`src/rtl/base64_stream_encoder_top_macros.svh`:
```
// Assertion macros used by the encoder back end.
`ifndef BASE64_STREAM_ENCODER_TOP_MACROS_SVH
`define BASE64_STREAM_ENCODER_TOP_MACROS_SVH

// Same-cycle implication, disabled during reset.
`define B64_ASSERT_IMPL(lbl, clk, rst_n, ante, cons) \
    lbl: assert property (@(posedge clk) disable iff (!rst_n) (ante) |-> (cons)) \
        else $error("encoder assertion failed");

// Next-cycle implication, disabled during reset.
`define B64_ASSERT_NEXT(lbl, clk, rst_n, ante, cons) \
    lbl: assert property (@(posedge clk) disable iff (!rst_n) (ante) |=> (cons)) \
        else $error("encoder assertion failed");

`endif

```
`src/rtl/b64enc_pkg.sv`:
```
// Package with the group type, constants and alphabet lookup of the Base64 encoder.
`default_nettype none
package b64enc_pkg;

    localparam int B64_QUEUE_DEPTH = 2;
    localparam logic [7:0] B64_PAD = 8'h3D;

    typedef struct packed {
        logic [7:0] b0;
        logic [7:0] b1;
        logic [7:0] b2;
        logic [1:0] n;
        logic       last;
    } t_group;

    function automatic logic [7:0] b64_char(input logic [5:0] idx);
        logic [7:0] x;
        logic [7:0] c;
        x = {2'b00, idx};
        if (idx < 6'd26) begin
            c = 8'(8'd65 + x);
        end else if (idx < 6'd52) begin
            c = 8'(8'd71 + x);
        end else if (idx < 6'd62) begin
            c = 8'(x - 8'd4);
        end else if (idx == 6'd62) begin
            c = 8'h2B;
        end else begin
            c = 8'h2F;
        end
        return c;
    endfunction

endpackage
`default_nettype wire

```
`src/rtl/b64enc_front.sv`:
```
// Front end: accepts bytes, gathers groups of up to three and hands them to the queue.
`default_nettype none
module b64enc_front
    import b64enc_pkg::*;
(
    input  wire logic       i_clk,
    input  wire logic       i_rst_n,
    input  wire logic       i_s_tvalid,
    output logic            o_s_tready,
    input  wire logic [7:0] i_s_tdata,
    input  wire logic       i_s_tlast,
    input  wire logic       i_q_full,
    output logic            o_push,
    output t_group          o_group
);

    logic [7:0] r_held0;
    logic [7:0] r_held1;
    logic [1:0] r_count;
    logic [1:0] n_count;
    logic       accept;
    logic       flush;

    assign o_s_tready = !i_q_full;
    assign accept     = i_s_tvalid && o_s_tready;
    assign flush      = (r_count == 2'd2) || i_s_tlast;
    assign o_push     = accept && flush;

    always_comb begin
        o_group.b0   = (r_count == 2'd0) ? i_s_tdata : r_held0;
        o_group.b1   = (r_count == 2'd2) ? r_held1 :
                       ((r_count == 2'd1) ? i_s_tdata : 8'h00);
        o_group.b2   = (r_count == 2'd2) ? i_s_tdata : 8'h00;
        o_group.n    = 2'(r_count + 2'd1);
        o_group.last = i_s_tlast;
    end

    always_comb begin
        n_count = r_count;
        if (accept) begin
            n_count = flush ? 2'd0 : 2'(r_count + 2'd1);
        end
    end

    always_ff @(posedge i_clk) begin
        if (!i_rst_n) begin
            r_count <= 2'd0;
        end else begin
            r_count <= n_count;
        end
    end

    always_ff @(posedge i_clk) begin
        if (accept && !flush) begin
            if (r_count == 2'd0) begin
                r_held0 <= i_s_tdata;
            end else begin
                r_held1 <= i_s_tdata;
            end
        end
    end

endmodule
`default_nettype wire

```
`src/rtl/b64enc_queue.sv`:
```
// Short queue of byte groups between the front and back ends.
`default_nettype none
module b64enc_queue
    import b64enc_pkg::*;
#(
    parameter int DEPTH = B64_QUEUE_DEPTH
) (
    input  wire logic   i_clk,
    input  wire logic   i_rst_n,
    input  wire logic   i_push,
    input  wire t_group i_group,
    output logic        o_full,
    output logic        o_valid,
    input  wire logic   i_pop,
    output t_group      o_group
);

    localparam int PTR_W = (DEPTH > 1) ? $clog2(DEPTH) : 1;
    localparam int CNT_W = $clog2(DEPTH + 1);

    t_group             r_mem [DEPTH];
    logic [PTR_W-1:0]   r_wr_ptr;
    logic [PTR_W-1:0]   r_rd_ptr;
    logic [CNT_W-1:0]   r_count;
    logic               do_push;
    logic               do_pop;

    assign o_full  = (r_count == CNT_W'(DEPTH));
    assign o_valid = (r_count != '0);
    assign do_push = i_push && !o_full;
    assign do_pop  = i_pop && o_valid;
    assign o_group = r_mem[r_rd_ptr];

    always_ff @(posedge i_clk) begin
        if (!i_rst_n) begin
            r_wr_ptr <= '0;
            r_rd_ptr <= '0;
            r_count  <= '0;
        end else begin
            if (do_push) begin
                r_wr_ptr <= (r_wr_ptr == PTR_W'(DEPTH - 1)) ? '0 : PTR_W'(r_wr_ptr + 1'b1);
            end
            if (do_pop) begin
                r_rd_ptr <= (r_rd_ptr == PTR_W'(DEPTH - 1)) ? '0 : PTR_W'(r_rd_ptr + 1'b1);
            end
            if (do_push && !do_pop) begin
                r_count <= CNT_W'(r_count + 1'b1);
            end else if (do_pop && !do_push) begin
                r_count <= CNT_W'(r_count - 1'b1);
            end
        end
    end

    always_ff @(posedge i_clk) begin
        if (do_push) begin
            r_mem[r_wr_ptr] <= i_group;
        end
    end

endmodule
`default_nettype wire

```
`src/rtl/b64enc_back.sv`:
```
// Back end: splits a group into four characters and drives the output register.
`default_nettype none
`include "base64_stream_encoder_top_macros.svh"
module b64enc_back
    import b64enc_pkg::*;
(
    input  wire logic   i_clk,
    input  wire logic   i_rst_n,
    input  wire logic   i_q_valid,
    input  wire t_group i_group,
    output logic        o_pop,
    output logic        o_m_tvalid,
    input  wire logic   i_m_tready,
    output logic [7:0]  o_m_tdata,
    output logic        o_m_tlast,
    output logic        o_m_tuser
);

    t_group     r_grp;
    logic       r_busy;
    logic [1:0] r_k;
    logic       r_out_valid;
    logic [7:0] r_out_char;
    logic       r_run_last;
    logic       r_msg_end;
    logic       emit;
    logic [5:0] idx;
    logic       pad;
    logic [7:0] chr;

    assign emit  = r_busy && (!r_out_valid || i_m_tready);
    assign o_pop = i_q_valid && (!r_busy || (emit && (r_k == 2'd3)));

    always_comb begin
        case (r_k)
            2'd0:    idx = r_grp.b0[7:2];
            2'd1:    idx = {r_grp.b0[1:0], r_grp.b1[7:4]};
            2'd2:    idx = {r_grp.b1[3:0], r_grp.b2[7:6]};
            default: idx = r_grp.b2[5:0];
        endcase
        pad = (r_grp.n != 2'd3) && (r_k > r_grp.n);
        chr = pad ? B64_PAD : b64_char(idx);
    end

    always_ff @(posedge i_clk) begin
        if (!i_rst_n) begin
            r_busy      <= 1'b0;
            r_k         <= 2'd0;
            r_out_valid <= 1'b0;
        end else begin
            if (o_pop) begin
                r_busy <= 1'b1;
            end else if (emit && (r_k == 2'd3)) begin
                r_busy <= 1'b0;
            end
            if (emit) begin
                r_k <= 2'(r_k + 2'd1);
            end
            if (emit) begin
                r_out_valid <= 1'b1;
            end else if (i_m_tready) begin
                r_out_valid <= 1'b0;
            end
        end
    end

    always_ff @(posedge i_clk) begin
        if (o_pop) begin
            r_grp <= i_group;
        end
        if (emit) begin
            r_out_char <= chr;
            r_run_last <= (r_k == 2'd3);
            r_msg_end  <= (r_k == 2'd3) && r_grp.last;
        end
    end

    assign o_m_tvalid = r_out_valid;
    assign o_m_tdata  = r_out_char;
    assign o_m_tlast  = r_msg_end;
    assign o_m_tuser  = r_run_last;

    `B64_ASSERT_IMPL(a_idle_index_zero, i_clk, i_rst_n, !r_busy, r_k == 2'd0)
    `B64_ASSERT_NEXT(a_fourth_ends_run, i_clk, i_rst_n, emit && (r_k == 2'd3),
                     r_out_valid && r_run_last)
    `B64_ASSERT_IMPL(a_end_is_run_end, i_clk, i_rst_n, r_out_valid && r_msg_end, r_run_last)

endmodule
`default_nettype wire

```
`src/rtl/base64_stream_encoder_top.sv`:
```
// A group's completing byte goes into the queue, then the group register, then the output register.
// Throughput: one character per cycle while i_m_tready is high; each group gives four characters.
// Bytes are taken every cycle while the group queue has room; the character sequencer sets the rate.
// Reset is synchronous, active low, and clears the byte count, queue and output valid.
// The held bytes are not cleared and are only read after being written.
`default_nettype none
module base64_stream_encoder_top
    import b64enc_pkg::*;
#(
    parameter int QUEUE_DEPTH = B64_QUEUE_DEPTH
) (
    input  wire logic       i_clk,
    input  wire logic       i_rst_n,
    input  wire logic       i_s_tvalid,
    output logic            o_s_tready,
    input  wire logic [7:0] i_s_tdata,   // in_byte[7:0]
    input  wire logic       i_s_tlast,
    output logic            o_m_tvalid,
    input  wire logic       i_m_tready,
    output logic [7:0]      o_m_tdata,   // out_char[7:0]
    output logic            o_m_tlast,
    output logic            o_m_tuser    // run_last[0]
);

    t_group push_grp;
    t_group pop_grp;
    logic   push;
    logic   pop;
    logic   q_full;
    logic   q_valid;

    b64enc_front u_front (
        .i_clk      (i_clk),
        .i_rst_n    (i_rst_n),
        .i_s_tvalid (i_s_tvalid),
        .o_s_tready (o_s_tready),
        .i_s_tdata  (i_s_tdata),
        .i_s_tlast  (i_s_tlast),
        .i_q_full   (q_full),
        .o_push     (push),
        .o_group    (push_grp)
    );

    b64enc_queue #(
        .DEPTH (QUEUE_DEPTH)
    ) u_queue (
        .i_clk   (i_clk),
        .i_rst_n (i_rst_n),
        .i_push  (push),
        .i_group (push_grp),
        .o_full  (q_full),
        .o_valid (q_valid),
        .i_pop   (pop),
        .o_group (pop_grp)
    );

    b64enc_back u_back (
        .i_clk      (i_clk),
        .i_rst_n    (i_rst_n),
        .i_q_valid  (q_valid),
        .i_group    (pop_grp),
        .o_pop      (pop),
        .o_m_tvalid (o_m_tvalid),
        .i_m_tready (i_m_tready),
        .o_m_tdata  (o_m_tdata),
        .o_m_tlast  (o_m_tlast),
        .o_m_tuser  (o_m_tuser)
    );

endmodule
`default_nettype wire

```
`config.mk`:
```
export PLATFORM = sky130hd
export DESIGN_NAME = base64_stream_encoder_top
export DESIGN_NICKNAME = d
export VERILOG_FILES = /design/src/rtl/b64enc_pkg.sv /design/src/rtl/b64enc_front.sv /design/src/rtl/b64enc_queue.sv /design/src/rtl/b64enc_back.sv /design/src/rtl/base64_stream_encoder_top.sv
export VERILOG_INCLUDE_DIRS = /design/src /design/src/rtl
export SDC_FILE = /design/constraint.sdc
export NUM_CORES = 1
export LEC_CHECK = 0
export ABC_AREA = 1
export BUFFER_PORTS_ARGS = -buffer_cell sky130_fd_sc_hd__buf_2
export CORE_ASPECT_RATIO = 0.6
export CORE_MARGIN = 2
export CORE_UTILIZATION = 45
export CTS_CLUSTER_DIAMETER = 150
export CTS_CLUSTER_SIZE = 16
export DETAILED_ROUTE_END_ITERATION = 8
export PLACE_DENSITY_LB_ADDON = 0.3
export SLEW_MARGIN = 30
export SYNTH_ARGS = -nofsm -noshare
export SYNTH_HDL_FRONTEND = slang
export SYNTH_SLANG_ARGS = --single-unit
```
`constraint.sdc`:
```
create_clock -name i_clk -period 10.6 [get_ports i_clk]
set_input_delay 2.12 -clock i_clk [delete_from_list [all_inputs] [get_ports i_clk]]
set_output_delay 2.12 -clock i_clk [all_outputs]
set_load 0.01 [all_outputs]
```
==> results.json <==
{
  "status": "finished clean",
  "ys_top_cells_by_count": "sky130_fd_sc_hd__nand2_1 (153), sky130_fd_sc_hd__edfxtp_1 (107), sky130_fd_sc_hd__inv_1 (41)",
  "crit_type": "input pin to register",
  "numPortBuffers": 24,
  "globalRoute.totalOverflow": 0,
  "cp-end-kind": "register",
  "static-leakage-power_nw": 2.49,
  "total_clock_sinks": 117,
  "power.density_cell_area_nw_per_um2": 318,
  "wl_mm": 9.57,
  "drive_gt1_share_pct": 18.5,
  "h-tree-depth": 4,
  "post_cts_hold_buffer_count": 0,
  "place_ws_ps": 6660,
  "num-fill-cells": 949,
  "cts_made_buffers": 17,
  "critPathRequiredTime_ps": 10890,
  "number_of_max_cap_violations": 0,
  "tightest_slew_ps": 770,
  "clock_latency_reported_for_the_late_side_of_the_worst_skew_pair_ps": 410,
  "core_box_area_um2": 11200,
  "final_nets": 518,
  "detail_route.drc_violations": 0,
  "synth_seq_cells": 117,
  "area_growth_pct": 16.8,
  "grt_setup_unrepaired": "false",
  "worst_ir_drop_vdd_v": 0.000142,
  "synthesized_area_divided_by_synthesized_cell_count_um2": 11.3,
  "cts-resized-gates": 0,
  "timing.final.crit_share_pct": 33.0,
  "avgRoutedWirePerCell_um": 14.8,
  "timing.critical_path.from_type": "input pin",
  "fp.dieArea_um2": 12300,
  "netlist.top_cell.by_area": "sky130_fd_sc_hd__edfxtp_1",
  "route.detailed.vias_per_inst": 4.81,
  "setup_total_negative_slack_ps": 0,
  "post-route-worst-setup-slack_ps": 7100,
  "slew-limit-headroom_pct": 48.4,
  "post_dp_hpwl_mm": 6.61,
  "insertedDiodeCount": 0,
  "cts_root_buf": "sky130_fd_sc_hd__clkbuf_16",
  "post-cts-setup-buffers": 0,
  "synth_sequential_area_ratio_pct": 66.6,
  "worst-endpoint-arrival_ps": 3790,
  "track_usage_pct": 17.2,
  "synth_cell_type_count": 31,
  "num_rows": 30,
  "final_period_minus_worst_setup_slack_ps": 3500,
  "timing.clock.skew_ps": 7.44,
  "initialDrtViolationCount": 260,
  "count_of_flip_flops_with_a_built_in_enable_after_synthesis": 107,
  "vias": 3113,
  "finalWeightedCongestion": 0.811,
  "bufs_on_longest_clock_path": 2,
  "worstPathMaxFanout": 31,
  "antenna_violations_before_repair": 0,
  "synth_top_area_share_pct": 62.7,
  "clock_transition_at_the_registers_of_the_reported_paths_ps": 50,
  "grt_pass1_wl_mm": 15.5,
  "synthesis.yosys.warnings": 0,
  "drtAntennaViolNets": 0,
  "syn_area_um2": 5120,
  "synth_fp_nets": 480,
  "die_span_in_x_um": 142,
  "grt_pass1_vias": 3024,
  "timing_hold_violations_final": 0,
  "netlist_instances": 452,
  "final_max_slew_viol_count": 0,
  "ios": 25,
  "floorplan.die.height_um": 86.7,
  "initial_core_util_pct": 45.8,
  "ys_top_cells_by_area": "sky130_fd_sc_hd__edfxtp_1 (63%), sky130_fd_sc_hd__nand2_1 (11%), sky130_fd_sc_hd__dfxtp_1 (3.9%), sky130_fd_sc_hd__ha_1 (3.7%), sky130_fd_sc_hd__inv_1 (3.0%)",
  "async_reset_ff_share_pct": 0,
  "synth.most_common_cell": "sky130_fd_sc_hd__nand2_1",
  "largest_net_degree_at_the_start_of_global_routing": 32,
  "timing.hold.worst.class": "register to register",
  "fmax_mhz": 286,
  "drtPass1Iterations": 5,
  "synth-main-ff-cell": "sky130_fd_sc_hd__edfxtp_1",
  "tritoncts": "yes",
  "setup_viol": 0
}
logic make-up (layout without fill, tap and decap cells):
| family | after synthesis | count (layout) | share of synthesized area, % |
|---|---|---|---|
| fa+ha+maj | 15 | 15 | 3.66 |
| buf+inv | 59 | 110 | 4.64 |
| xor+xnor | 2 | 2 | 0.342 |
| flops | 117 | 117 | 66.6 |
| other cells | 1 | 1 | 0.0732 |
| mux | 1 | 1 | 0.220 |
| compound gates | 45 | 45 | 5.13 |
| simple gates | 212 | 212 | 19.3 |
worst max-delay path, cell delays in order:
cell	delay [ps]
sky130_fd_sc_hd__buf_2	80
sky130_fd_sc_hd__inv_1	30
sky130_fd_sc_hd__nand2_1	90
sky130_fd_sc_hd__a21oi_1	120
sky130_fd_sc_hd__a21oi_2	110
sky130_fd_sc_hd__buf_4	340
sky130_fd_sc_hd__inv_1	80
sky130_fd_sc_hd__ha_1	330
sky130_fd_sc_hd__a21oi_1	110
sky130_fd_sc_hd__o21ai_0	120
sky130_fd_sc_hd__o21ai_0	180
sky130_fd_sc_hd__a21oi_1	70
layout by cell type (no fill, tap or decap), types with 9 or more instances in the layout:
master / netlist / routed
sky130_fd_sc_hd__nand2_1: 153 / 153
sky130_fd_sc_hd__edfxtp_1: 107 / 107
sky130_fd_sc_hd__inv_1: 41 / 41
sky130_fd_sc_hd__buf_2: 0 / 24
sky130_fd_sc_hd__nor2_1: 24 / 22
sky130_fd_sc_hd__a21oi_1: 20 / 19
sky130_fd_sc_hd__clkbuf_16: 0 / 17
sky130_fd_sc_hd__o21ai_0: 16 / 16
sky130_fd_sc_hd__ha_1: 15 / 15
sky130_fd_sc_hd__dfxtp_1: 10 / 10
sky130_fd_sc_hd__nand3_1: 9 / 9
final timing paths:
kind	cells after the start	start	slack, ps	endpoint
max reg2reg	14	u_back.r_k[1]	8170	u_back.o_m_tdata[4]
min	2	u_front.r_count[1]	490	u_front.r_count[1]
max	12	i_m_tready	7100	u_queue.r_count[1]
min reg2reg	2	u_front.r_count[1]	490	u_front.r_count[1]
layer usage:
| layer | GRT usage (%) | vias to the layer above | part of all wire [%] |
|---|---|---|---|
| met4 | 6.36 | 0 | 1.7 |
| met2 | 25.0 | 66 | 43 |
| met3 | 5.36 | 15 | 4.0 |
| met1 | 24.5 | 1459 | 52 |
| met5 | 0 | - | 0 |
| li1 | - | 1573 | - |
stage by stage:
| stage | cell area [µm²] | hold WS [ps] | std cells | total power (W) | utilization (%) |
|---|---|---|---|---|---|
| 6_report | 5980 | 487 | 647 | 0.00191 | 53.5 |
| 5_1_grt | 5980 | 514 | 647 | 0.00203 | 53.5 |
| 4_1_cts | 5980 | 489 | 647 | 0.00192 | 53.5 |
| 3_5_place_dp | 5420 | 482 | 615 | 0.00138 | 48.4 |
| 3_3_place_gp | 5420 | 462 | 615 | 0.00135 | 48.4 |
| 2_1_floorplan | 5120 | 449 | 452 | 0.00121 | - |
report_power, final:
group	switching [W]	internal [W]
clock network	0.000193	0.000346
registers	0.0000319	0.000660
logic	0.000457	0.000218
total	0.000681	0.00122
layout make-up:
type,count,area [µm²],area share (%)
clock buffer,25,495,8.28
timing repair buffer,29,158,2.63
inverter,49,184,3.07
sequential,117,3410,57.0
clock inverter,7,71.3,1.19
tap,144,180,3.01
multi-input combinational,276,1480,24.8
registers in the layout, indices dropped and copies added, names as in the netlist:
register and count:
u_back.o_m_tdata 8, u_back.o_m_tvalid 1, u_back.r_busy 1, u_queue.r_wr_ptr 1
u_queue.r_count 2, u_back.o_m_tuser 1, u_front.r_count 2, u_queue.r_mem 54
u_back.r_k 2, u_front.r_held0 8, u_back.r_grp 27, u_back.o_m_tlast 1
u_front.r_held1 8, u_queue.r_rd_ptr 1
No activity file was read; power rests on OpenSTA's default activity.
